**src/rtl/iiel_pkg.sv**
```systemverilog
// Shared constants and types for the indexed insert/erase list.
`default_nettype none

package iiel_pkg;

    // Default number of list entries
    localparam int CAPACITY_DEF = 16;

    // Payload widths fixed by the request and response formats
    localparam int OP_W    = 3;
    localparam int INDEX_W = 5;
    localparam int WORD_W  = 32;
    localparam int FILL_W  = 5;
    localparam int STAT_W  = 2;

    // Operation codes
    localparam logic [OP_W-1:0] OP_APPEND = 3'd0;
    localparam logic [OP_W-1:0] OP_DROP   = 3'd1;
    localparam logic [OP_W-1:0] OP_INSERT = 3'd2;
    localparam logic [OP_W-1:0] OP_ERASE  = 3'd3;
    localparam logic [OP_W-1:0] OP_READ   = 3'd4;
    localparam logic [OP_W-1:0] OP_CLEAR  = 3'd5;

    // Status codes
    localparam logic [STAT_W-1:0] ST_OK    = 2'd0;
    localparam logic [STAT_W-1:0] ST_RANGE = 2'd1;
    localparam logic [STAT_W-1:0] ST_FULL  = 2'd2;

    // Broadcast control from the list controller to every cell
    typedef struct packed {
        logic                     do_append;
        logic                     do_insert;
        logic                     do_erase;
        logic signed [WORD_W-1:0] value;
    } cell_ctrl_t;

endpackage

`default_nettype wire

```
**src/rtl/iiel_req_if.sv**
```systemverilog
// Request channel: operation, position and word, with valid/ready handshake.
`default_nettype none

interface iiel_req_if;

    logic                                      valid;
    logic                                      ready;
    logic        [iiel_pkg::OP_W-1:0]          op;
    logic        [iiel_pkg::INDEX_W-1:0]       index;
    logic signed [iiel_pkg::WORD_W-1:0]        value;

    modport source (output valid, output op, output index, output value, input ready);
    modport sink   (input valid, input op, input index, input value, output ready);

endinterface

`default_nettype wire

```
**src/rtl/iiel_rsp_if.sv**
```systemverilog
// Response channel: word read, fill level and status, with valid/ready handshake.
`default_nettype none

interface iiel_rsp_if;

    logic                                      valid;
    logic                                      ready;
    logic signed [iiel_pkg::WORD_W-1:0]        read_value;
    logic        [iiel_pkg::FILL_W-1:0]        fill_level;
    logic        [iiel_pkg::STAT_W-1:0]        status;

    modport source (output valid, output read_value, output fill_level, output status,
                    input ready);
    modport sink   (input valid, input read_value, input fill_level, input status,
                    output ready);

endinterface

`default_nettype wire

```
**src/rtl/iiel_cell.sv**
```systemverilog
// One list entry: holds a word and loads, shifts up or shifts down as commanded.
`default_nettype none

module iiel_cell #(
    parameter int POS   = 0,
    parameter int CNT_W = 5
) (
    input  wire                                  clk,
    input  wire iiel_pkg::cell_ctrl_t            ctrl,
    input  wire        [CNT_W-1:0]               index,
    input  wire        [CNT_W-1:0]               count,
    input  wire signed [iiel_pkg::WORD_W-1:0]    left_data,
    input  wire signed [iiel_pkg::WORD_W-1:0]    right_data,
    output logic signed [iiel_pkg::WORD_W-1:0]   data,
    output logic signed [iiel_pkg::WORD_W-1:0]   read_part
);

    localparam logic [CNT_W-1:0] POS_V = CNT_W'(POS);

    logic signed [iiel_pkg::WORD_W-1:0] data_reg;
    logic signed [iiel_pkg::WORD_W-1:0] data_next;

    // Pick the next word: load, take from the lower neighbor, take from the upper one, or hold
    always_comb
    begin
        data_next = data_reg;
        if (ctrl.do_append && (POS_V == count))
        begin
            data_next = ctrl.value;
        end
        else if (ctrl.do_insert && (POS_V == index))
        begin
            data_next = ctrl.value;
        end
        else if (ctrl.do_insert && (POS_V > index))
        begin
            data_next = left_data;
        end
        else if (ctrl.do_erase && (POS_V >= index))
        begin
            data_next = right_data;
        end
    end

    // Hold the word
    always_ff @(posedge clk)
    begin
        data_reg <= data_next;
    end

    // Drive this entry onto the read bus when addressed
    assign data      = data_reg;
    assign read_part = (POS_V == index) ? data_reg : '0;

endmodule

`default_nettype wire

```
**src/rtl/indexed_insert_erase_list.sv**
```systemverilog
// Indexed insert/erase list: ordered list of signed words kept in a chain of cells.
//
// Usage: requests arrive on req (op, index, value) and every accepted request
// produces exactly one response on rsp (read_value, fill_level, status).
// Operations: append, drop last, insert at index, erase at index, read at
// index, clear. Insert and erase move every later entry one place at once,
// since each cell takes its word from its neighbor in parallel.
// The response is registered and shows in the cycle after acceptance.
// Throughput: one request per cycle while responses are taken; the whole
// operation, including the shift across the chain, completes in the accepting cycle.
// The read path is an OR of all cells gated by their position match.
// Stall: while a response waits and rsp.ready is low, req.ready is low; the
// response register frees up in the cycle it is taken, so a new request is
// accepted in that same cycle.
// Reset: rst_n clears the element count and the response valid; stored words
// are not cleared and cannot be read until written again.
`default_nettype none

module indexed_insert_erase_list #(
    parameter int CAPACITY = iiel_pkg::CAPACITY_DEF
) (
    input  wire        clk,
    input  wire        rst_n,
    iiel_req_if.sink   req,
    iiel_rsp_if.source rsp
);

    localparam int CNT_W = $clog2(CAPACITY + 1);
    localparam int CMP_W = (CNT_W > iiel_pkg::INDEX_W) ? CNT_W : iiel_pkg::INDEX_W;
    localparam int WW    = iiel_pkg::WORD_W;

    logic [CNT_W-1:0] count_reg;
    logic [CNT_W-1:0] count_next;

    logic                                 rsp_valid_reg;
    logic signed [WW-1:0]                 rsp_read_value_reg;
    logic [iiel_pkg::FILL_W-1:0]          rsp_fill_level_reg;
    logic [iiel_pkg::STAT_W-1:0]          rsp_status_reg;

    logic                                 accept;
    logic [CMP_W-1:0]                     idx_w;
    logic [CMP_W-1:0]                     cnt_w;
    logic                                 is_full;
    logic                                 idx_le_cnt;
    logic                                 idx_lt_cnt;
    logic                                 append_en;
    logic                                 insert_en;
    logic                                 erase_en;
    logic                                 read_en;
    logic [iiel_pkg::STAT_W-1:0]          status_next;
    iiel_pkg::cell_ctrl_t                 ctrl;
    logic [CNT_W-1:0]                     cell_index;

    logic signed [WW-1:0] cell_data [CAPACITY];
    logic signed [WW-1:0] read_part [CAPACITY];
    logic signed [WW-1:0] read_bus;

    // Take a request whenever the response register is empty or being drained
    assign req.ready = !rsp_valid_reg || rsp.ready;
    assign accept    = req.valid && req.ready;

    // Compare position and count at a common width
    assign idx_w      = CMP_W'(req.index);
    assign cnt_w      = CMP_W'(count_reg);
    assign is_full    = (cnt_w >= CMP_W'(CAPACITY));
    assign idx_le_cnt = (idx_w <= cnt_w);
    assign idx_lt_cnt = (idx_w < cnt_w);

    // Decode the operation into cell commands, next count and status
    always_comb
    begin
        append_en   = 1'b0;
        insert_en   = 1'b0;
        erase_en    = 1'b0;
        read_en     = 1'b0;
        count_next  = count_reg;
        status_next = iiel_pkg::ST_OK;
        case (req.op)
            iiel_pkg::OP_APPEND:
            begin
                if (is_full)
                begin
                    status_next = iiel_pkg::ST_FULL;
                end
                else
                begin
                    append_en  = 1'b1;
                    count_next = count_reg + 1'b1;
                end
            end
            iiel_pkg::OP_DROP:
            begin
                if (count_reg == '0)
                begin
                    status_next = iiel_pkg::ST_RANGE;
                end
                else
                begin
                    count_next = count_reg - 1'b1;
                end
            end
            iiel_pkg::OP_INSERT:
            begin
                if (!idx_le_cnt)
                begin
                    status_next = iiel_pkg::ST_RANGE;
                end
                else if (is_full)
                begin
                    status_next = iiel_pkg::ST_FULL;
                end
                else
                begin
                    insert_en  = 1'b1;
                    count_next = count_reg + 1'b1;
                end
            end
            iiel_pkg::OP_ERASE:
            begin
                if (!idx_lt_cnt)
                begin
                    status_next = iiel_pkg::ST_RANGE;
                end
                else
                begin
                    erase_en   = 1'b1;
                    count_next = count_reg - 1'b1;
                end
            end
            iiel_pkg::OP_READ:
            begin
                if (!idx_lt_cnt)
                begin
                    status_next = iiel_pkg::ST_RANGE;
                end
                else
                begin
                    read_en = 1'b1;
                end
            end
            iiel_pkg::OP_CLEAR:
            begin
                count_next = '0;
            end
            default:
            begin
                count_next = count_reg;
            end
        endcase
    end

    // Broadcast commands to the chain, only for an accepted request
    always_comb
    begin
        ctrl.do_append = accept && append_en;
        ctrl.do_insert = accept && insert_en;
        ctrl.do_erase  = accept && erase_en;
        ctrl.value     = req.value;
    end

    // Index fits the count width whenever an operation uses it
    assign cell_index = CNT_W'(idx_w);

    // Build the chain of cells
    for (genvar k = 0; k < CAPACITY; k++)
    begin : g_cell
        logic signed [WW-1:0] left_data;
        logic signed [WW-1:0] right_data;

        if (k == 0)
        begin : g_first
            assign left_data = cell_data[k];
        end
        else
        begin : g_mid_l
            assign left_data = cell_data[k-1];
        end

        if (k == CAPACITY - 1)
        begin : g_last
            assign right_data = cell_data[k];
        end
        else
        begin : g_mid_r
            assign right_data = cell_data[k+1];
        end

        iiel_cell #(
            .POS   (k),
            .CNT_W (CNT_W)
        ) u_cell (
            .clk        (clk),
            .ctrl       (ctrl),
            .index      (cell_index),
            .count      (count_reg),
            .left_data  (left_data),
            .right_data (right_data),
            .data       (cell_data[k]),
            .read_part  (read_part[k])
        );
    end

    // Combine the addressed cell onto the read bus
    always_comb
    begin
        read_bus = '0;
        for (int k = 0; k < CAPACITY; k++)
        begin
            read_bus = read_bus | read_part[k];
        end
    end

    // Advance the element count
    always_ff @(posedge clk or negedge rst_n)
    begin
        if (!rst_n)
        begin
            count_reg <= '0;
        end
        else if (accept)
        begin
            count_reg <= count_next;
        end
    end

    // Hold the response valid until taken
    always_ff @(posedge clk or negedge rst_n)
    begin
        if (!rst_n)
        begin
            rsp_valid_reg <= 1'b0;
        end
        else if (accept)
        begin
            rsp_valid_reg <= 1'b1;
        end
        else if (rsp.ready)
        begin
            rsp_valid_reg <= 1'b0;
        end
    end

    // Capture the response payload
    always_ff @(posedge clk)
    begin
        if (accept)
        begin
            rsp_read_value_reg <= read_en ? read_bus : '0;
            rsp_fill_level_reg <= iiel_pkg::FILL_W'(count_next);
            rsp_status_reg     <= status_next;
        end
    end

    assign rsp.valid      = rsp_valid_reg;
    assign rsp.read_value = rsp_read_value_reg;
    assign rsp.fill_level = rsp_fill_level_reg;
    assign rsp.status     = rsp_status_reg;

endmodule

`default_nettype wire

```
**src/flat_wrapper.sv**
```systemverilog
// flat-port wrapper written by rule: the top's interface ports become plain ports
module indexed_insert_erase_list_flat 
#(
    parameter int CAPACITY = iiel_pkg::CAPACITY_DEF
)
  (clk, rst_n, req_valid, req_op, req_index, req_value, req_ready, rsp_valid, rsp_read_value, rsp_fill_level, rsp_status, rsp_ready);
  iiel_req_if req_i ();
  iiel_rsp_if rsp_i ();
  input  wire clk;
  input  wire rst_n;
  input wire logic [$bits(req_i.valid)-1:0] req_valid;
  input wire logic [$bits(req_i.op)-1:0] req_op;
  input wire logic [$bits(req_i.index)-1:0] req_index;
  input wire logic [$bits(req_i.value)-1:0] req_value;
  output wire logic [$bits(req_i.ready)-1:0] req_ready;
  output wire logic [$bits(rsp_i.valid)-1:0] rsp_valid;
  output wire logic [$bits(rsp_i.read_value)-1:0] rsp_read_value;
  output wire logic [$bits(rsp_i.fill_level)-1:0] rsp_fill_level;
  output wire logic [$bits(rsp_i.status)-1:0] rsp_status;
  input wire logic [$bits(rsp_i.ready)-1:0] rsp_ready;
  assign req_i.valid = req_valid;
  assign req_i.op = req_op;
  assign req_i.index = req_index;
  assign req_i.value = req_value;
  assign req_ready = req_i.ready;
  assign rsp_valid = rsp_i.valid;
  assign rsp_read_value = rsp_i.read_value;
  assign rsp_fill_level = rsp_i.fill_level;
  assign rsp_status = rsp_i.status;
  assign rsp_i.ready = rsp_ready;
  indexed_insert_erase_list #(.CAPACITY(CAPACITY)) u_core (.clk(clk), .rst_n(rst_n), .req(req_i), .rsp(rsp_i));
endmodule
```
**config.mk**
```make
export PLATFORM = sky130hd
export DESIGN_NAME = indexed_insert_erase_list_flat
export DESIGN_NICKNAME = d
export VERILOG_FILES = /design/src/rtl/iiel_pkg.sv /design/src/rtl/iiel_req_if.sv /design/src/rtl/iiel_rsp_if.sv /design/src/rtl/iiel_cell.sv /design/src/rtl/indexed_insert_erase_list.sv /design/src/flat_wrapper.sv
export SDC_FILE = /design/constraint.sdc
export NUM_CORES = 1
export LEC_CHECK = 0
export BUFFER_PORTS_ARGS = -buffer_cell sky130_fd_sc_hd__buf_2
export CORE_MARGIN = 2
export CORE_UTILIZATION = 40
export CTS_BUF_LIST = sky130_fd_sc_hd__clkbuf_8
export CTS_CLUSTER_DIAMETER = 50
export DETAILED_ROUTE_END_ITERATION = 6
export PLACE_DENSITY = 0.62
export SLEW_MARGIN = 20
export SYNTH_ARGS = -nofsm -noshare
export SYNTH_HDL_FRONTEND = slang
export SYNTH_HIERARCHICAL = 1
export SYNTH_SLANG_ARGS = --single-unit
```
**constraint.sdc**
```tcl
create_clock -name clk -period 8.4 [get_ports clk]
set_input_delay 2.1 -clock clk [delete_from_list [all_inputs] [get_ports clk]]
set_output_delay 2.1 -clock clk [all_outputs]
set_load 0.02 [all_outputs]
```
# Word-level counts from Yosys, hierarchy flattened
# Cells that the tools add are included.
[word_totals]
reg_bits = 557
inputBits = 44
elab_cells = 297
[classes]
addsub = 2
order_cmp = 34
eq_ne = 36
n_mux = 98
n_bitwise = 15
n_reduce_logical = 91
[ops]
columns = ["op", "n"]
rows = [
  ["two-way mux 32 bit", 79],
  ["bitwise OR 32 bit", 15],
  ["== test 4 x 5 -> 1 bit, first input constant", 16],
  ["logical AND 1 bit", 67],
  ["nonzero test 4 bit", 14],
  ["== test 3 x 5 -> 1 bit, first input constant", 8],
  ["greater-than comparator 4 x 5 -> 1 bit, first input constant", 8],
  ["greater-or-equal comparator 4 x 5 -> 1 bit, first input constant", 7],
  ["case mux 5 bit (5 select lines)", 1],
  ["== test 2 x 5 -> 1 bit, first input constant", 4],
  ["greater-or-equal comparator 3 x 5 -> 1 bit, first input constant", 4],
  ["greater-than comparator 3 x 5 -> 1 bit, first input constant", 4],
  ["two-way mux 5 bit", 4],
  ["two-way mux 1 bit", 11],
  ["== test 1 x 5 -> 1 bit, first input constant", 2],
  ["greater-or-equal comparator 1 x 5 -> 1 bit, first input constant", 2],
  ["greater-or-equal comparator 2 x 5 -> 1 bit, first input constant", 2],
  ["greater-than comparator 1 x 5 -> 1 bit, first input constant", 2],
  ["greater-than comparator 2 x 5 -> 1 bit, first input constant", 2],
  ["zero test 5 bit", 2],
  ["case mux 2 bit (4 select lines)", 1],
  ["== test 3 x 2 -> 1 bit, second input constant", 2],
  ["== test 3 bit, second input constant", 2],
  ["nonzero test 3 bit", 2],
  ["other kinds (14)", 15],
]

# Longest topological paths before layout
[depth]
depth_word = 17
ltp_mapped = 13
depth_no_buf = 11

# Cells and area by module
# Netlist, hierarchy kept.
[by_module_without_submodules]
columns = ["mod", "n_inst", "cells_per_inst", "area_each_um2", "seq_area_each_um2"]
rows = [
  ["indexed_insert_erase_list", 1, 346, 3248.1, 1321.3],
  ["iiel_cell (u_core.g_cell[9].u_cell)", 1, 224, 2606.2, 960.9],
  ["iiel_cell (u_core.g_cell[15].u_cell)", 1, 192, 2312.2, 960.9],
  ["iiel_cell (u_core.g_cell[10].u_cell)", 1, 148, 2304.7, 960.9],
  ["iiel_cell (u_core.g_cell[1].u_cell)", 1, 200, 2275.9, 960.9],
  ["iiel_cell (u_core.g_cell[11].u_cell)", 1, 146, 2265.9, 960.9],
  ["iiel_cell (u_core.g_cell[7].u_cell)", 1, 146, 2260.9, 960.9],
  ["iiel_cell (u_core.g_cell[14].u_cell)", 1, 147, 2207.1, 960.9],
  ["iiel_cell (u_core.g_cell[4].u_cell)", 1, 150, 2175.8, 960.9],
  ["iiel_cell (u_core.g_cell[3].u_cell)", 1, 146, 2150.8, 960.9],
  ["iiel_cell (u_core.g_cell[2].u_cell)", 1, 147, 2143.3, 960.9],
  ["iiel_cell (u_core.g_cell[5].u_cell)", 1, 148, 2079.5, 960.9],
  ["iiel_cell (u_core.g_cell[8].u_cell)", 1, 146, 2052.0, 960.9],
  ["iiel_cell (u_core.g_cell[13].u_cell)", 1, 185, 1978.1, 960.9],
  ["3 more rows", "-", "-", "-", "-"],
]

# Least setup slack after synthesis
# OpenSTA, ideal clock, no wires.
[synth_path]
kind = "input to register"
start = "input port req_index[4]"
end = "register u_core.g_cell[15].u_cell.data_reg, in the netlist u_core/g_cell[15].u_cell/data[0], enable pin"
setup_time_ns = 0.466
arrival_time_ns = 6.939
setup_slack_ns = 0.995
stages = 8
n_path_buf = 1
path_cell_list = "ha_1 > a21oi_2 > nand2_1 > o21ai_0 > and3_1 > buf_2 > nor2_1 > o21ai_0"
[synth_rtl]
columns = ["element", "line_no", "source"]
rows = [
  ["start, declared", "flat_wrapper.sv:13", "input wire logic [$bits(req_i.index)-1:0] req_index;"],
  ["end signal, assigned", "iiel_cell.sv:48", "data_reg <= data_next;"],
  ["end, declared", "iiel_cell.sv:20", "logic signed [iiel_pkg::WORD_W-1:0] data_reg;"],
]

==> flow_summary.toml <==
[logic_synthesis]
synth_fa_ha_area_share_pct = 0.266
synthArstFlopShare_pct = 1.08
synth_compound_area_share_pct = 7.47
synth_ff_type = "edfxtp_1"
synth_mux_area_share_pct = 26.0
yosys_register_bits = 557
synth.avg_cell_area_um2 = 12.8
synthCells = 2949
synth-edff-count = 551
yosysUniqueCellTypes = 106
synth-xor-area-share_pct = 0
yosys.area_share.simple_pct = 17.8
syn_nets = 3001
yosysSeqAreaShare_pct = 44.3
ys_warn_count = 6
synth_top_family_by_area = "multiplexers"
netlist_area_mm2 = 0.0377

[sta]
hold_violations = 0
min_period_over_period_pct = 71.8
clock.fmax_ghz = 0.166
rsz0062_at_grt = "false"
finalSetupTns_ns = 0
setup_viol = 0
worst_slew_pin_slew_ns = 1.18
clock_skew_ns = 0.0570
period_minus_slack_ns = 6.03
slew_headroom_pct = 21.2
drv_slew = 0

[grt]
gr-total-overflow = 0
antenna_found_initial = 6
grt_use_total_pct = 25.3
grt_pass1_wl_um = 183000
grt_max_degree = 68
grt_pass1_vias = 26300

[worst_setup_path]
cp.buffers_inverters = 4
crit_path_max_fanout = 43
cpPeakStageDelay_ns = 0.77
crit_slowest_cell = "o21ai_4"
crit_type = "in -> reg"
cpLargestDelayFamily = "buffers and inverters"
crit_top_cell = "buf_4"
crit_chain = "buf_2 > ha_1 > nor2_1 > a211o_4 > nand2_1 > o21ai_0 > and3_4 > buf_4 > buf_4 > nor2_1 > o21ai_4 > buf_4"
worst_setup_path_end_kind = "flop"
startpoint_type = "primary input"
worstPathArrival_ns = 6.44
crit_required_ns = 8.80

[routing]
wl_um = 126000
drt_first_pass_iters = 7
wl_per_cell_um = 29.0
routed_via_density = 6.11
drc_errors = 4
num_vias = 26600
drt_iter0_drc = 2777
antenna_left = 0

[hold_path]
hold_class = "reg -> reg"

[pwr]
clkPwrFrac_pct = 38.5
combPwrFrac_pct = 13.0
ir_worst_vdd_mv = 0.111
p_seq_share_pct = 48.5
intPower_w = 0.00470
power.total_w = 0.00659
p_sw_w = 0.00190
cellPowerDensity_mw_per_mm2 = 161
swShare_pct = 28.8
power_leakage_nw = 16.0

[place]
place_area_mm2 = 0.0391
port_buffers = 84
post-dp-hpwl_um = 72900
place.gp.congestion = 0.824
placed_cells = 4157

[cts]
cts_hold_buf = 0
cts_made_buffers = 108
cts_setup_buffers = 0
cts.repair.resized = 0
clock_sinks = 557
cts_root_buf = "clkbuf_8"
clkLatencyLatePin_ns = 0.77
h-tree-depth = 3
cts_buffer_depth = 3
cts_tree = "done"
path_clk_slew_ns = 0.05

[floorplanning]
pin_count = 85
fp.dieW_um = 311
fp-row-count = 112
core_area_mm2 = 0.0933
die_h_um = 311
initial_utilization_pct = 40.4
die_area_mm2 = 0.0966

[outcome]
violations = "design-rule violations"
status = "complete, but fails checks"

[run]
timing.max_cap.violations = 0

[layout]
synthToLayoutAreaGrowth_pct = 8.95
num-fill-cells = 8747
largest_register_ff_count = 512
final_area_mm2 = 0.0410
nNetsFinal = 3065
ff_latch_area_mm2 = 0.0167
drive_gt1_share_pct = 33.2
stdcell_count = 4351
multiInputGateArea_mm2 = 0.0197
cell type report:
class | count | area share [%]
Multi-Input combinational cell | 2166 | 47.9
Sequential cell | 557 | 40.7
Tap cell | 1254 | 3.82
Clock buffer | 109 | 3.66
Timing Repair Buffer | 166 | 2.74
Clock inverter | 80 | 1.02
Inverter | 14 | 0.128
Antenna cell | 5 | 0.0305
final timing paths:
check | from | to | slack [ns] | cells after the start
min | u_core/rsp.valid | u_core/rsp.valid | 0.52 | 2
min in group asynchronous | rst_n | u_core/cnt_w[2] | 1.15 | 1
min reg2reg | u_core/rsp.valid | u_core/rsp.valid | 0.52 | 2
max in group asynchronous | rst_n | u_core/cnt_w[0] | 7.06 | 1
max reg2reg | u_core/cnt_w[2] | u_core/g_cell[15].u_cell/data[6] | 3.22 | 12
max | req_index[2] | u_core/g_cell[15].u_cell/data[6] | 2.37 | 12
synthesized netlist by cell type (5+ instances only):
master	number	area, µm²
and2b_1	22	165
buf_6	61	687
inv_1	14	52.6
nor4_1	130	813
o22ai_1	32	200
a221o_1	32	320
nor2b_1	21	131
nand3b_1	6	45.0
dfrtp_1	6	150
nor2_1	89	334
mux2_2	269	3030
and4_1	33	289
mux2i_1	96	961
buf_4	18	135
edfxtp_1	551	16500
or3b_1	31	272
mux2_1	69	777
nand2b_1	12	75.1
mux2_4	335	5030
nand2_1	85	319
nor3b_1	34	255
and3_1	69	432
o21ai_1	47	235
and2_2	5	37.5
buf_2	34	170
clkbuf_1	81	304
clkbuf_2	5	25.0
o211ai_1	34	255
nand3_1	9	45.0
o221a_1	32	360
a2bb2oi_2	31	465
a21oi_1	37	185
and2_1	448	2800
o21ai_0	33	165
buf_12	7	140
ha_1	8	100
worst register-to-register path, cell delays in order, from the launching register on:
cell and delay, ns:
dfrtp_1 0.91, inv_1 0.22, ha_1 0.35, nor2_1 0.17, a211o_4 0.16, nand2_1 0.12, o21ai_0 0.11, and3_4 0.72
buf_4 0.39, buf_4 0.34, nor2_1 0.13, o21ai_4 0.77, buf_4 0.40
per-layer routing:
layer	part of all wire [%]	wire length, µm	GRT usage [%]	up-vias
met5	0	0	0	-
li1	-	-	-	11400
met2	46	58200	40.7	1402
met1	42	52700	33.8	13400
met3	8.0	10100	4.11	342
met4	4.2	5250	10.7	0
power groups by stage:
stage	sequential (W)	combinational (W)	clock, W
6_report	0.00320	0.000858	0.00254
3_3_place_gp	0.00325	0.000829	0
3_5_place_dp	0.00325	0.000838	0
2_1_floorplan	0.00327	0.000483	0
5_1_grt	0.00321	0.000901	0.00269
4_1_cts	0.00320	0.000841	0.00258
layout by cell type, fill, tap and decap left out, drive strengths merged, types with 14 or more instances in the layout:
| cell | Yosys | final |
|---|---|---|
| and2b | 22 | 22 |
| o211ai | 34 | 34 |
| nor2 | 91 | 91 |
| clkinv | 0 | 36 |
| nand2b | 15 | 15 |
| inv | 14 | 51 |
| and3 | 70 | 70 |
| mux2 | 673 | 673 |
| nand3 | 14 | 14 |
| edfxtp | 551 | 551 |
| o22ai | 33 | 33 |
| nor4 | 133 | 133 |
| o21ai | 82 | 82 |
| o221a | 32 | 32 |
| and4 | 34 | 34 |
| nor3b | 37 | 37 |
| or3b | 34 | 34 |
| clkbuf | 87 | 109 |
| buf | 125 | 166 |
| nand2 | 87 | 87 |
| a2bb2oi | 33 | 33 |
| mux2i | 96 | 96 |
| and2 | 453 | 453 |
| a221o | 32 | 32 |
| a21oi | 41 | 41 |
| nor2b | 21 | 21 |
stage by stage:
step                      hold slack [ns]  worst slack (ns)  util [%]
after global placement              0.512              1.68      41.8
final                               0.519              2.37      44.0
after floorplan                     0.562             0.995         -
after CTS                           0.528              2.44      43.9
after detailed placement            0.513              1.68      41.9
after global routing                0.594              2.10      44.0
logic make-up (layout without fill, tap and decap cells):
kind of cell             Yosys count  in the layout
multiplexers                     769            769
buffers and inverters            226            369
AO/OA/AOI/OAI                    336            336
other                              0              5
flip-flops                       557            557
AND/OR/NAND/NOR                 1053           1053
adder cells (fa/ha/maj)            8              8
No activity file was read; power rests on OpenSTA's default activity.
